## config.mk

```make
export PLATFORM = sky130hd
export DESIGN_NAME = qrs_back
export DESIGN_NICKNAME = d
export VERILOG_FILES = /design/src/hw/rtl/qrs_pkg.sv /design/src/hw/rtl/qrs_back.sv
export SDC_FILE = /design/constraint.sdc
export NUM_CORES = 1
export LEC_CHECK = 0
export BUFFER_PORTS_ARGS = -buffer_cell sky130_fd_sc_hd__buf_2
export CORE_MARGIN = 3
export CORE_UTILIZATION = 53
export CTS_CLUSTER_SIZE = 10
export DETAILED_ROUTE_END_ITERATION = 16
export PLACE_DENSITY = 0.84
export SETUP_SLACK_MARGIN = 0.3
export SLEW_MARGIN = 20
export SYNTH_ARGS = -nofsm -noshare
export SYNTH_HDL_FRONTEND = slang
export SYNTH_SLANG_ARGS = --single-unit
```

## constraint.sdc

```tcl
create_clock -name clk -period 0.9 [get_ports clk]
set_input_delay 0.27 -clock clk [delete_from_list [all_inputs] [get_ports clk]]
set_output_delay 0.27 -clock clk [all_outputs]
set_load 0.01 [all_outputs]
```

## src/hw/rtl/qrs_pkg.sv

```systemverilog
// Package for the quadratic root solver: default word sizes, status codes and
// the flag group that travels down the pipeline. No dependencies.
`timescale 1ns / 1ps

package qrs_pkg;

	localparam int QRS_WORD_BITS = 32;
	localparam int QRS_FRAC_BITS = 16;

	localparam int STATUS_BITS = 2;

	localparam logic [STATUS_BITS-1:0] ST_REAL  = 2'd0;
	localparam logic [STATUS_BITS-1:0] ST_CPLX  = 2'd1;
	localparam logic [STATUS_BITS-1:0] ST_AZERO = 2'd2;

	// Per-item flags carried alongside the data.
	typedef struct packed {
		logic azero;
		logic dneg;
	} qrs_flags_t;

	localparam int FLAGS_BITS = $bits(qrs_flags_t);

endpackage

```

## src/hw/rtl/qrs_back.sv

```systemverilog
// Output stage: applies signs, saturates to the word and registers the result.
// Depends on qrs_pkg.
`timescale 1ns / 1ps

module qrs_back
	import qrs_pkg::*;
	#(
	parameter int WORD_BITS = QRS_WORD_BITS,
	parameter int FRAC_BITS = QRS_FRAC_BITS,
	localparam int NW = WORD_BITS + FRAC_BITS + 2
	) (
	input  logic                        clk,
	input  logic                        arst_n,
	input  logic                        en,
	input  logic                        in_valid,
	input  logic [NW-1:0]               quot0,
	input  logic [NW-1:0]               quot1,
	input  logic                        neg0,
	input  logic                        neg1,
	input  qrs_flags_t                  flags,
	output logic                        out_valid,
	output logic signed [WORD_BITS-1:0] first_real,
	output logic signed [WORD_BITS-1:0] second_real,
	output logic signed [WORD_BITS-1:0] first_imag,
	output logic signed [WORD_BITS-1:0] second_imag,
	output logic [STATUS_BITS-1:0]      status,
	output logic                        saturated
	);

	localparam int W = WORD_BITS;
	localparam logic [NW-1:0] LIM  = NW'(1) << (W - 1);
	localparam logic [W-1:0]  MAXV = {1'b0, {(W-1){1'b1}}};
	localparam logic [W-1:0]  MINV = {1'b1, {(W-1){1'b0}}};

	// Returns {clipped, value}.
	function automatic logic [W:0] sat_word(input logic [NW-1:0] q, input logic neg);
		logic [W:0] r;
		if (neg) begin
			r = (q > LIM) ? {1'b1, MINV} : {1'b0, W'(-q[W-1:0])};
		end else begin
			r = (q >= LIM) ? {1'b1, MAXV} : {1'b0, q[W-1:0]};
		end
		return r;
	endfunction

	logic [W:0] r0, r1, r1n;
	logic [W-1:0] fr, sr, fi, si;
	logic [STATUS_BITS-1:0] st;
	logic sat;

	logic v_q, sat_q;
	logic [W-1:0] fr_q, sr_q, fi_q, si_q;
	logic [STATUS_BITS-1:0] st_q;

	always_comb begin
		r0  = sat_word(quot0, neg0);
		r1  = sat_word(quot1, neg1);
		r1n = sat_word(quot1, !neg1);
		if (flags.azero) begin
			fr  = '0;
			sr  = '0;
			fi  = '0;
			si  = '0;
			st  = ST_AZERO;
			sat = 1'b0;
		end else if (flags.dneg) begin
			fr  = r0[W-1:0];
			sr  = r0[W-1:0];
			fi  = r1[W-1:0];
			si  = r1n[W-1:0];
			st  = ST_CPLX;
			sat = r0[W] | r1[W] | r1n[W];
		end else begin
			fr  = r0[W-1:0];
			sr  = r1[W-1:0];
			fi  = '0;
			si  = '0;
			st  = ST_REAL;
			sat = r0[W] | r1[W];
		end
	end

	always_ff @(posedge clk or negedge arst_n) begin
		if (!arst_n) begin
			v_q <= 1'b0;
		end else if (en) begin
			v_q <= in_valid;
		end
	end

	always_ff @(posedge clk) begin
		if (en) begin
			fr_q  <= fr;
			sr_q  <= sr;
			fi_q  <= fi;
			si_q  <= si;
			st_q  <= st;
			sat_q <= sat;
		end
	end

	assign out_valid   = v_q;
	assign first_real  = fr_q;
	assign second_real = sr_q;
	assign first_imag  = fi_q;
	assign second_imag = si_q;
	assign status      = st_q;
	assign saturated   = sat_q;

endmodule

```

==> reports/metrics.yaml, run 1 <==
status: "aborted with a tool error"
lastStage: "global routing (5_1_grt)"
stop_error: "[ERROR DPL-0038] Utilization greater than 100%, impossible to legalize"
fp.dieW_um: 132.1
cts.sinks: 132
worst-ep-kind: "register data pin"
syn_nets: 1006
synth_ff_type: "edfxtp_1"
yosysTopAreaCell: "edfxtp_1"
port_buffers: 239
cts_made_buffers: 17
synth_area_leaders: "edfxtp_1, nor2_1, o21ai_0"
gp_congestion: 1.045
rows: 45
io_pins: 240
synth.distinct_cells: 79
synth-seq-area-share_pct: 46.99
cts_root_buf: "clkbuf_16"
grt_worst_setup_endpoint: "second_real[17]$_SDFFCE_PP0P_/D"
synthCells: 896
fp.dieH_um: 132.1
place_inst: 1583
ys_ff_latch: 132
dp_hpwl_um: 26900
start_util_pct: 54.81
h-tree-depth: 4
cts_buffer_depth: 2
synth_area_sq_mm: 0.008426
grt_start_max_net_pins: 46
synth-warning-count: 0
syn_avg_cell_area_sq_um: 9.404
synth_top_area_share_pct: 46.69
synth_enable_flop_cells: 131
async_reset_ff_share_pct: 0.7576
kinds of logic after synthesis:
logic type                 count (synthesis)  share of synthesized area [%]
adders and majority gates                  2                         0.2970
xor gates and xnor gates                  22                          2.287
DFF                                      132                          46.99
buffers and inverters                     87                          4.188
muxes                                      7                         0.8761
AOI/OAI and AO/OA                        253                          20.78
and+or+nand+nor                          393                          24.59
metrics by stage:
stage	setup slack (ns)	setup TNS [ns]	instance area (sq um)	utilization, %	hold WS (ns)
after global placement	-1.746	-218.42	12510	81.38	0.04387
after floorplan	-1.598	-174.17	9052	-	-0.02559
after CTS	-1.264	-187.10	14560	94.71	0.06904
after detailed placement	-1.787	-224.35	12510	81.38	0.04606
Yosys cell counts (5+ instances only):
master and n:
edfxtp_1 131, nor2_1 103, nand2_1 63, o21ai_0 55
clkbuf_1 52, a21oi_1 45, nand3_1 39, nor3_1 34
nor4_1 34, or3_1 24, a211oi_1 19, inv_1 17
xnor2_1 14, a31oi_1 13, and3_1 13, o211ai_1 13
o311ai_0 13, nand4_1 12, o22ai_1 11, nand2b_1 10
a21o_1 8, buf_2 8, or2_2 8, or4_1 8
xor2_1 8, a221oi_1 7, a311oi_1 7, and2_1 7
nor3b_1 7, o31a_1 7, nor2b_1 6, o21a_1 6
a211o_1 5, buf_1 5, nand3b_1 5
repair_timing:
action | CTS
cloned | 4
setup endpoints to repair | 264
gates resized for setup | 247
buffers inserted | 38
hold buffers | 1
pin swaps | 92
endpoints found under the hold margin | 1
==> inputs of run 2 (changes only) <==
--- a/config.mk
+++ b/config.mk
@@ -7,11 +7,9 @@
 export LEC_CHECK = 0
 export BUFFER_PORTS_ARGS = -buffer_cell sky130_fd_sc_hd__buf_2
 export CORE_MARGIN = 3
-export CORE_UTILIZATION = 53
-export CTS_CLUSTER_SIZE = 10
+export CORE_UTILIZATION = 40
 export DETAILED_ROUTE_END_ITERATION = 16
-export PLACE_DENSITY = 0.84
-export SETUP_SLACK_MARGIN = 0.3
+export PLACE_DENSITY_LB_ADDON = 0.15
 export SLEW_MARGIN = 20
 export SYNTH_ARGS = -nofsm -noshare
 export SYNTH_HDL_FRONTEND = slang
==> run 2 against run 1 <==
  * The flow now finishes, with violations (negative setup slack)
  * Synthesized cell count unchanged
  * Synthesized area unchanged
==> reports/metrics.yaml, run 2 <==
status: "finished, violations left"
layout_min_cycle_time_ns: 2.201
switching_share_pct: 28.68
start_util_pct: 41.11
hold_viol_final: 0
area_growth_pct: 82.74
h-tree-depth: 4
synth_area_leaders: "edfxtp_1, nor2_1, o21ai_0"
multi_input_area_sq_mm: 0.005777
rrSetupSlack_ns: 0.16
drt-vias-per-instance: 5.973
fp.dieH_um: 151.1
grt_start_max_net_pins: 51
setup_viol: 261
async_reset_ff_share_pct: 0.7576
rows: 52
grt_usage_pct: 31.90
fin_worst_skew_ns: 0
drv_slew: 0
grt-ovfl-total: 0
cp_max_fo: 5
cts_root_buf: "clkbuf_16"
place_inst: 1670
port_buffers: 239
combPwrFrac_pct: 22.2
ys_ff_latch: 132
synth_ff_type: "edfxtp_1"
synth-seq-area-share_pct: 46.99
cts_made_buffers: 17
clk_latency_ns: 0.43
nNetsFinal: 1574
clk_pin_slew_worst_paths_ns: 0.07
cts_tree: "yes"
grt_antenna_before_repair: 0
failed_checks: "negative setup slack"
drt_pass1_iterations: 5
finalCritPeriodShare_pct: 244.6
final-seq-area_sq_mm: 0.003959
min_path_type: "input port to flip-flop"
synth_area_sq_mm: 0.008426
post_drt_wl_per_cell_um: 22.07
grt_pass1_wl_um: 55170
cts_buffer_depth: 2
fmax_mhz: 454.3
io_pins: 240
synth_top_area_share_pct: 46.69
worstPathArrival_ns: 2.48
cellLeakagePower_nw: 6.269
synthCells: 896
fp.dieW_um: 151.1
end_kind: "flip-flop"
instances_no_fill: 1746
crit_start: "quot0[24]"
synth_commonest_cells: "edfxtp_1, nor2_1, nand2_1"
crit_required_ns: 1.18
rsz0062_at_grt: "true"
power_per_cell_area_mw_per_mm2: 1236
p_switching_mw: 5.459
final_cell_mix: "buf_4, buf_2, edfxtp_1"
via_count: 10429
synth.distinct_cells: 79
crit_type: "input port to flip-flop"
fin_ws_ns: -1.301
endpoint: "second_real[7]"
num_antenna_cells: 0
reg2reg_to: "out_valid"
synth-warning-count: 0
seqPwrFrac_pct: 39.2
fill_cells: 1365
drtAntennaViolNets: 0
tns_ns: -188.99
yosysMostFrequentCell: "edfxtp_1"
power_mw: 19.03
internal_power_mw: 13.57
peakVddDrop_mv: 1.191
drive_gt1_share_pct: 59.28
grt_pass1_vias: 9768
tightest_slew_ns: 0.6105
cp-start-kind: "input port"
dieArea_sq_mm: 0.02284
gp_congestion: 1.001
r2r_start: "out_valid"
rr_worst_depth: 1
drtIter0Drc: 1262
syn_nets: 1006
slew_headroom_pct: 59.15
final_common_cell: "buf_4"
clkPwrFrac_pct: 38.5
remaining_drc_errors: 0
syn_avg_cell_area_sq_um: 9.404
synth_enable_flop_cells: 131
final_util_pct: 75.13
dp_hpwl_um: 26900
drv_cap: 0
routed_wl_um: 38540
core-area_sq_mm: 0.02049
cts.sinks: 132
yosysTopAreaCell: "edfxtp_1"
-- run 2: routing by layer --
| metal | routed length, um | part of all wire, % | global-route usage, % |
|---|---|---|---|
| met1 | 15470 | 40 | 43.21 |
| met4 | 1264 | 3.3 | 10.83 |
| met2 | 18310 | 48 | 51.95 |
| met3 | 3495 | 9.1 | 5.506 |
| met5 | 0 | 0 | 0 |
-- run 2: final cells by class --
class | instances | share of cell area (%)
clock buffers | 17 | 2.763
clock inverters | 14 | 1.130
inverters | 18 | 0.4469
multi-input cells | 679 | 37.52
flip-flops and latches | 132 | 25.71
well taps | 270 | 2.194
repair buffers | 616 | 30.24
-- run 2: cells by family (layout without fill, tap and decap cells) --
group / Yosys count / count (layout) / synth area share, %
and+or+nand+nor: 393 / 395 / 24.59
AOI/OAI and AO/OA: 253 / 253 / 20.78
DFF: 132 / 132 / 46.99
buffers and inverters: 87 / 665 / 4.188
xor gates and xnor gates: 22 / 22 / 2.287
muxes: 7 / 7 / 0.8761
adders and majority gates: 2 / 2 / 0.2970
-- run 2: worst min path at each step --
| stage | end | startpoint | cells past startpoint |
|---|---|---|---|
| 6_report | out_valid | in_valid | 2 |
| 5_1_grt | out_valid | in_valid | 2 |
| 4_1_cts | out_valid | in_valid | 2 |
| 3_5_place_dp | out_valid | arst_n | 1 |
| 3_3_place_gp | out_valid | arst_n | 1 |
| 2_1_floorplan | out_valid | arst_n | 0 |
-- run 2: timing repair --
action / in CTS / in global routing
endpoints found under the setup margin: 261 / 261
hold endpoints to repair: 1 / 0
pin swaps: 92 / 55
hold buffers: 1 / 0
gates cloned: 4 / 1
resized for setup: 250 / 106
buffers inserted: 22 / 20
-- run 2: critical path, stage by stage --
cell	delay, ns
buf_6	0.09
or4_4	0.53
or4_4	0.53
o311ai_4	0.31
nand3_2	0.16
buf_6	0.18
a211o_1	0.25
a21oi_2	0.16
-- run 2: through the flow --
step / worst slack, ns / area, sq um / hold WS, ns
floorplan: -1.598 / 9015 / -0.02559
global placement: -1.754 / 12700 / 0.04483
detailed placement: -1.815 / 12700 / 0.04709
CTS: -1.226 / 14730 / 0.06701
global route: -1.354 / 15400 / 0.07435
finish: -1.301 / 15400 / 0.06884
-- run 2: power groups by stage --
stage / sequential (mW) / combinational, mW / clock, mW
after floorplan: 7.82 / 1.12 / 0
after global placement: 7.59 / 3.38 / 0
after detailed placement: 7.59 / 3.41 / 0
after CTS: 7.47 / 3.91 / 7.32
after global routing: 7.50 / 4.47 / 7.61
final: 7.47 / 4.23 / 7.34
Note: power is estimated with default switching activity, not from simulation.
