## src/hw/rtl/qrs_pkg.sv

```systemverilog
// Package for the quadratic root solver: default word sizes, status codes and
// the flag group that travels down the pipeline. No dependencies.
`timescale 1ns / 1ps

package qrs_pkg;

	localparam int QRS_WORD_BITS = 32;
	localparam int QRS_FRAC_BITS = 16;

	localparam int STATUS_BITS = 2;

	localparam logic [STATUS_BITS-1:0] ST_REAL  = 2'd0;
	localparam logic [STATUS_BITS-1:0] ST_CPLX  = 2'd1;
	localparam logic [STATUS_BITS-1:0] ST_AZERO = 2'd2;

	// Per-item flags carried alongside the data.
	typedef struct packed {
		logic azero;
		logic dneg;
	} qrs_flags_t;

	localparam int FLAGS_BITS = $bits(qrs_flags_t);

endpackage

```

## src/hw/rtl/qrs_mid.sv

```systemverilog
// Forms the two dividend magnitudes, their signs and the divisor 2|a|.
// One register stage. Depends on qrs_pkg.
`timescale 1ns / 1ps

module qrs_mid
	import qrs_pkg::*;
	#(
	parameter int WORD_BITS = QRS_WORD_BITS,
	parameter int FRAC_BITS = QRS_FRAC_BITS,
	localparam int RTW = WORD_BITS + FRAC_BITS + 1,
	localparam int NW  = WORD_BITS + FRAC_BITS + 2
	) (
	input  logic                 clk,
	input  logic                 arst_n,
	input  logic                 en,
	input  logic                 in_valid,
	input  logic [RTW-1:0]       root,
	input  logic [WORD_BITS-1:0] ma,
	input  logic [WORD_BITS-1:0] mb,
	input  logic                 na,
	input  logic                 nb,
	input  qrs_flags_t           flags_in,
	output logic                 out_valid,
	output logic [NW-1:0]        num0,
	output logic [NW-1:0]        num1,
	output logic                 neg0,
	output logic                 neg1,
	output logic [WORD_BITS:0]   den,
	output qrs_flags_t           flags_out
	);

	logic [NW-1:0] mb_sh, root_x, sum, diff, n0, n1;
	logic          ge, g0, g1;

	logic          v_s1, neg0_s1, neg1_s1;
	logic [NW-1:0] num0_s1, num1_s1;
	logic [WORD_BITS:0] den_s1;
	qrs_flags_t    flags_s1;

	always_comb begin
		mb_sh  = NW'(mb) << FRAC_BITS;
		root_x = NW'(root);
		sum    = mb_sh + root_x;
		ge     = mb_sh >= root_x;
		diff   = ge ? mb_sh - root_x : root_x - mb_sh;
		if (flags_in.dneg) begin
			// Complex pair: real part from -b, imaginary part from the root.
			n0 = mb_sh;
			g0 = !nb;
			n1 = root_x;
			g1 = 1'b0;
		end else if (nb) begin
			n0 = sum;
			g0 = 1'b0;
			n1 = diff;
			g1 = !ge;
		end else begin
			n0 = diff;
			g0 = ge;
			n1 = sum;
			g1 = 1'b1;
		end
	end

	always_ff @(posedge clk or negedge arst_n) begin
		if (!arst_n) begin
			v_s1 <= 1'b0;
		end else if (en) begin
			v_s1 <= in_valid;
		end
	end

	always_ff @(posedge clk) begin
		if (en) begin
			num0_s1  <= n0;
			num1_s1  <= n1;
			neg0_s1  <= g0 ^ na;
			neg1_s1  <= g1 ^ na;
			den_s1   <= {ma, 1'b0};
			flags_s1 <= flags_in;
		end
	end

	assign out_valid = v_s1;
	assign num0      = num0_s1;
	assign num1      = num1_s1;
	assign neg0      = neg0_s1;
	assign neg1      = neg1_s1;
	assign den       = den_s1;
	assign flags_out = flags_s1;

endmodule

```

## config.mk

```make
export PLATFORM = sky130hd
export DESIGN_NAME = qrs_mid
export DESIGN_NICKNAME = d
export VERILOG_FILES = /design/src/hw/rtl/qrs_pkg.sv /design/src/hw/rtl/qrs_mid.sv
export SDC_FILE = /design/constraint.sdc
export NUM_CORES = 1
export LEC_CHECK = 0
export BUFFER_PORTS_ARGS = -buffer_cell sky130_fd_sc_hd__buf_2
export CAP_MARGIN = 20
export CELL_PAD_IN_SITES_DETAIL_PLACEMENT = 1
export CELL_PAD_IN_SITES_GLOBAL_PLACEMENT = 2
export CORE_ASPECT_RATIO = 0.5
export CORE_MARGIN = 4
export CORE_UTILIZATION = 36
export CTS_BUF_LIST = sky130_fd_sc_hd__clkbuf_2 sky130_fd_sc_hd__clkbuf_4 sky130_fd_sc_hd__clkbuf_8
export CTS_CLUSTER_DIAMETER = 30
export CTS_CLUSTER_SIZE = 30
export DETAILED_ROUTE_END_ITERATION = 10
export HOLD_SLACK_MARGIN = 0.02
export PLACE_DENSITY_LB_ADDON = 0.12
export SKIP_LAST_GASP = 1
export SYNTH_ARGS = -nofsm -noshare
export SYNTH_HDL_FRONTEND = slang
export SYNTH_SLANG_ARGS = --single-unit
```

## constraint.sdc

```tcl
create_clock -name clk -period 1.3 [get_ports clk]
set_input_delay 0.065 -clock clk [delete_from_list [all_inputs] [get_ports clk]]
set_output_delay 0.065 -clock clk [all_outputs]
set_load 0.005 [all_outputs]
```

-- After elaboration in Yosys (flattened, before gate mapping)
Cells that the tools add are included.
- multiplexer cells: 9
- bitwise logic cells: 2
- order comparisons: 1
- reductions and logical operators: 2
- $add $sub $neg: 3
- operator list (kind ; number):
    50-bit 2-to-1 mux ; 3
    48-bit by 49-bit adder with 50-bit output ; 1
    48-bit by 49-bit subtractor with 50-bit output ; 1
    49-bit by 48-bit subtractor with 50-bit output ; 1
    48-bit by 49-bit >= comparator with 1-bit output ; 1
    49-bit 2-to-1 mux ; 1
    48-bit 2-to-1 mux ; 1
    1-bit 2-to-1 mux ; 4
    1-bit zero test ; 2
    1-bit XOR ; 2
- word-level logic and storage cells: 27
- input bits: 121
- output and inout port bits: 138
- bits in registers: 137

-- Depth between registers and ports, before layout
- word-level depth: 5
- gate-level depth with buffers: 15
- gate-level depth less buffers: 13

-- Least setup slack after synthesis
OpenSTA, ideal clock, no wires.
- path kind: input to register
- start: input root[19]
- end: register num0_s1[27] (netlist: num0[27]), data pin
- data arrival time: 2.898 ns
- library setup time: 0.267 ns
- stages: 14
- setup slack: -1.864 ns
- data required time: 1.033 ns
- path buffers: 2
- path through: inv_1 > ha_1 > clkbuf_1 > inv_1 > or4_4 > o21a_1 > o211ai_4 > nand2_4 > nand2_4 > buf_6 > mux2_2 > mux2_2 > xnor2_1 > o21ai_0
- word-level cells in the longest chain between the ends: 4
- elaborated cells between the ends (all ways): 7
- those cells by class: 3 x add/sub; 1 x order compare; 3 x mux
- ends and longest elaborated chain (what ; line ; source):
    from (decl) ; qrs_mid.sv:17 ; input logic [RTW-1:0] root,
    49-bit by 48-bit subtractor with 50-bit output, or another cell as far along ; qrs_mid.sv:45 ; diff = ge ? mb_sh - root_x : root_x - mb_sh;
    50-bit 2-to-1 mux ; qrs_mid.sv:45 ;
    50-bit 2-to-1 mux (*) ; qrs_mid.sv:52 ; end else if (nb) begin
    48-bit 2-to-1 mux (*) ; qrs_mid.sv:46 ; if (flags_in.dneg) begin
    net n0[27] ; qrs_mid.sv:32 ; logic [NW-1:0] mb_sh, root_x, sum, diff, n0, n1;
    to (signal assigned) ; qrs_mid.sv:75 ; num0_s1 <= n0;
    to (decl) ; qrs_mid.sv:36 ; logic [NW-1:0] num0_s1, num1_s1;
The timed path passes the listed nets; every way through them passes the cells marked *.
A chain may end at the register's enable or synchronous reset.

-- Worst setup path in the final report
- start: input root[43]
- end: register num1_s1[18] (netlist: num1[18]), data pin
- word-level cells in the longest chain between the ends: 4
- ends and longest elaborated chain (what ; line ; source):
    48-bit by 49-bit >= comparator with 1-bit output ; qrs_mid.sv:44 ; ge = mb_sh >= root_x;
    50-bit 2-to-1 mux ; qrs_mid.sv:45 ;
    50-bit 2-to-1 mux ; qrs_mid.sv:52 ;
    49-bit 2-to-1 mux ; qrs_mid.sv:46 ;
    net n1[18] ; qrs_mid.sv:32 ;
    to (signal assigned) ; qrs_mid.sv:76 ; num1_s1 <= n1;
    to (decl) ; qrs_mid.sv:36 ;
The timed path passes the listed nets, and every way through them passes these cells.

==> key figures <==
Run status
  • Outcome: finished, violations left
  • Failing checks: setup timing

Power
  • Pwr Density: 928 nW/µm²
  • Max VDD drop: 747 µV
  • Pleak: 9.25 nW
  • PnR Total Power: 19.4 mW

Timing
  • Setup violations, final: 100
  • Final worst-path cycle share: 2.46
  • Worst setup margin: -1.90 ns
  • Worst clock skew: 0 ns
  • RSZ-0062 raised after global routing: true
  • Tmin final: 3.20 ns
  • Rel. slew slack: 0.335
  • Fmax: 312 MHz
  • Actual transition at the worst max-transition pin: 0.995 ns
  • Max-slew violations: 0
  • Final Hold Viols: 0

Synthesis
  • Top cells by area, synth: edfxtp_1 35%, ha_1 10%, a21oi_1 6.3%
  • Synthesized flop and latch total: 137
  • Top cell type's share of synthesized area: 0.355
  • Avg Cell Area, Syn: 8.84 µm²
  • Leading area contributor after synthesis: edfxtp_1
  • Share of synthesized registers carrying an async set or reset: 0.00730
  • Post-Syn Instances: 1303
  • Number of synthesized flops with an enable pin: 136
  • Cell variety after synth: 83
  • Sequential fraction of the synthesis area: 0.357
  • Warnings from Yosys: 0
  • Syn_nets: 1522
  • Top_reg_cell synth: edfxtp_1
  • Cell with the most instances after synthesis: a21oi_1
  • Post-Synthesis Cell Area: 11500 µm²
  • Commonest cells post-synth: 144 x a21oi_1, 136 x edfxtp_1, 117 x nor2_1

Route
  • Initial DRT Pass Iterations: 6
  • Post-route ant nets: 0
  • Initial DRC count: 2255
  • Vias per inst: 6.30
  • Vias: 16100
  • Post-DR wirelength/cell: 31.8 µm
  • Remaining DRCs: 0
  • Total wire length: 81500 µm

Critical path
  • Crit path launch: root[43]
  • Crit path DAT: 3.50 ns
  • Worst R2R Path Depth: 1
  • Top fanout value on the critical path: 9
  • Reg-to-Reg Start: out_valid
  • Reg2Reg Setup Slack: 0.50 ns
  • Worst setup SP type: input pin
  • R2R Path End: out_valid
  • Crit path kind: input pin to flip-flop
  • Worst EP required: 1.60 ns
  • Setup crit end kind: flip-flop

CTS
  • Root Driver: clkbuf_8
  • CTS tree: done
  • Clk pin slew, worst setup/hold paths: 0.11 ns
  • Max Buffers Root-to-Sink: 2
  • Sink Count: 137
  • Htree depth: 4
  • Num CTS Buffers: 17
  • Skew-Pair Late Insertion Delay: 0.52 ns

Cells and area
  • Util after Layout: 0.678
  • Nets: 2336
  • Fill count: 3388
  • Area growth, synth to finish: 82.0%
  • Area occupied by multi-input gates: 8820 µm²
  • Layout cells sized above 1: 0.523
  • Register Area: 4110 µm²
  • Layout Cells excl Fill: 2561

Global route
  • First-pass GRT wire length: 94000 µm
  • Antenna violations before repair: 2
  • Total grt overflow: 0
  • Largest net degree at the start of global routing: 48
  • Total track usage: 0.349
  • Number of global-route vias before repair: 15500

Place
  • Post-Place Cells: 2362
  • Port bufs: 257
  • Pre-CTS setup slack: -2.31 ns
  • Placer Congestion: 0.934
  • HPWL after DPL: 41800 µm

Min path
  • WHS Endpoint: num1[48]
  • Worst Hold Depth: 2
  • Worst hold start: flags_in[0]
  • Worst Hold Class: input pin to flip-flop

Die
  • Io pins: 259
  • Die height: 134 µm
  • Placement Rows: 45
  • DIE WIDTH: 261 µm
  • Core Region: 30900 µm²
  • Initial core utilization: 0.372
  • Die area: 35100 µm²

Flow run
  • Max-Cap Viols: 0
area by class of cell:
class                           count  share of cell area
Multi-Input combinational cell    993               0.421
Antenna cell                        8            0.000955
Clock inverter                     15             0.00734
Clock buffer                       17              0.0112
Tap cell                          423              0.0253
Sequential cell                   137               0.196
Inverter                          108              0.0210
Timing Repair Buffer              860               0.318
repair_timing:
action,in CTS,in global routing
cloned,0,5
gates resized for setup,257,227
hold buffers,93,0
setup buffers,36,40
endpoints found under the setup margin,100,100
hold endpoints to repair,100,0
pin swaps,88,115
stage by stage:
step	area, µm²	setup TNS, ns	hold slack (ns)
global route	20900	-156.77	0.0288
CTS	19600	-126.69	0.0235
global placement	16800	-185.45	-0.161
floorplan	11800	-139.06	-0.231
finish	21000	-155.52	0.0523
detailed placement	16800	-193.29	-0.156
state kept, by name, indices dropped and copies added (netlist names):
register   cells
neg0           1
num1          50
num0          50
den           32
out_valid      1
neg1           1
flags_out      2
report_power, final:
group          switching (mW)  total (mW)  internal (mW)
logic                    5.28        9.58           4.31
registers               0.225        5.68           5.45
clock network            2.59        4.18           1.59
total                    8.09        19.4           11.3
kinds of logic (layout without fill, tap and decap cells):
logic type                 count (synthesis)  after routing  synth area share
AOI/OAI and AO/OA                        409            409             0.224
xor gates and xnor gates                  80             80            0.0609
adders and majority gates                 98             98             0.108
buffers and inverters                    173           1000            0.0590
DFF                                      137            137             0.357
muxes                                     48             48            0.0433
other                                      1              9          0.000326
and+or+nand+nor                          357            357             0.148
per-layer routing:
metal,part of all wire,up-vias,track usage,wire length [µm]
li1,-,6343,-,-
met1,0.37,7789,0.442,29900
met2,0.44,1445,0.596,36300
met3,0.11,562,0.0643,9050
met4,0.077,4,0.138,6300
met5,0.00037,-,0,30
critical path: stages:
cell     delay (ns)
buf_2          0.10
inv_1          0.05
ha_1           0.46
buf_4          0.26
nand4_1        0.28
nor4_4         0.50
a31oi_4        0.27
nand2_8        0.18
buf_6          0.14
buf_6          0.13
mux2i_2        0.30
a21oi_1        0.21
xnor2_1        0.18
o21ai_0        0.36
how the worst max path moves through the flow:
stage | slack, ns | cells past startpoint | endpoint
after floorplan | -1.62 | 13 | num0[27]
after global routing | -1.91 | 15 | num1[18]
after detailed placement | -2.31 | 14 | num0[44]
after CTS | -1.49 | 14 | num1[44]
final | -1.90 | 14 | num1[18]
after global placement | -2.28 | 12 | num1[47]
layout by cell type (no fill, tap or decap), types with 13 or more instances in the layout:
| master | instances |
|---|---|
| nor3_1 | 20 |
| xnor2_2 | 18 |
| buf_12 | 21 |
| o21ai_1 | 38 |
| edfxtp_1 | 136 |
| buf_6 | 50 |
| xnor2_1 | 37 |
| a21oi_2 | 32 |
| o21ai_2 | 15 |
| nand2_1 | 86 |
| a21oi_4 | 15 |
| nor2_1 | 97 |
| mux2i_1 | 15 |
| xor2_1 | 13 |
| o21bai_1 | 26 |
| ha_4 | 16 |
| ha_1 | 78 |
| nor2_4 | 16 |
| buf_4 | 446 |
| buf_2 | 240 |
| a21oi_1 | 98 |
| a21o_1 | 17 |
| clkbuf_8 | 17 |
| nand4_1 | 16 |
| o21ai_0 | 51 |
| inv_1 | 91 |
| dlygate4sd3_1 | 93 |
Note: power is estimated with default switching activity, not from simulation.
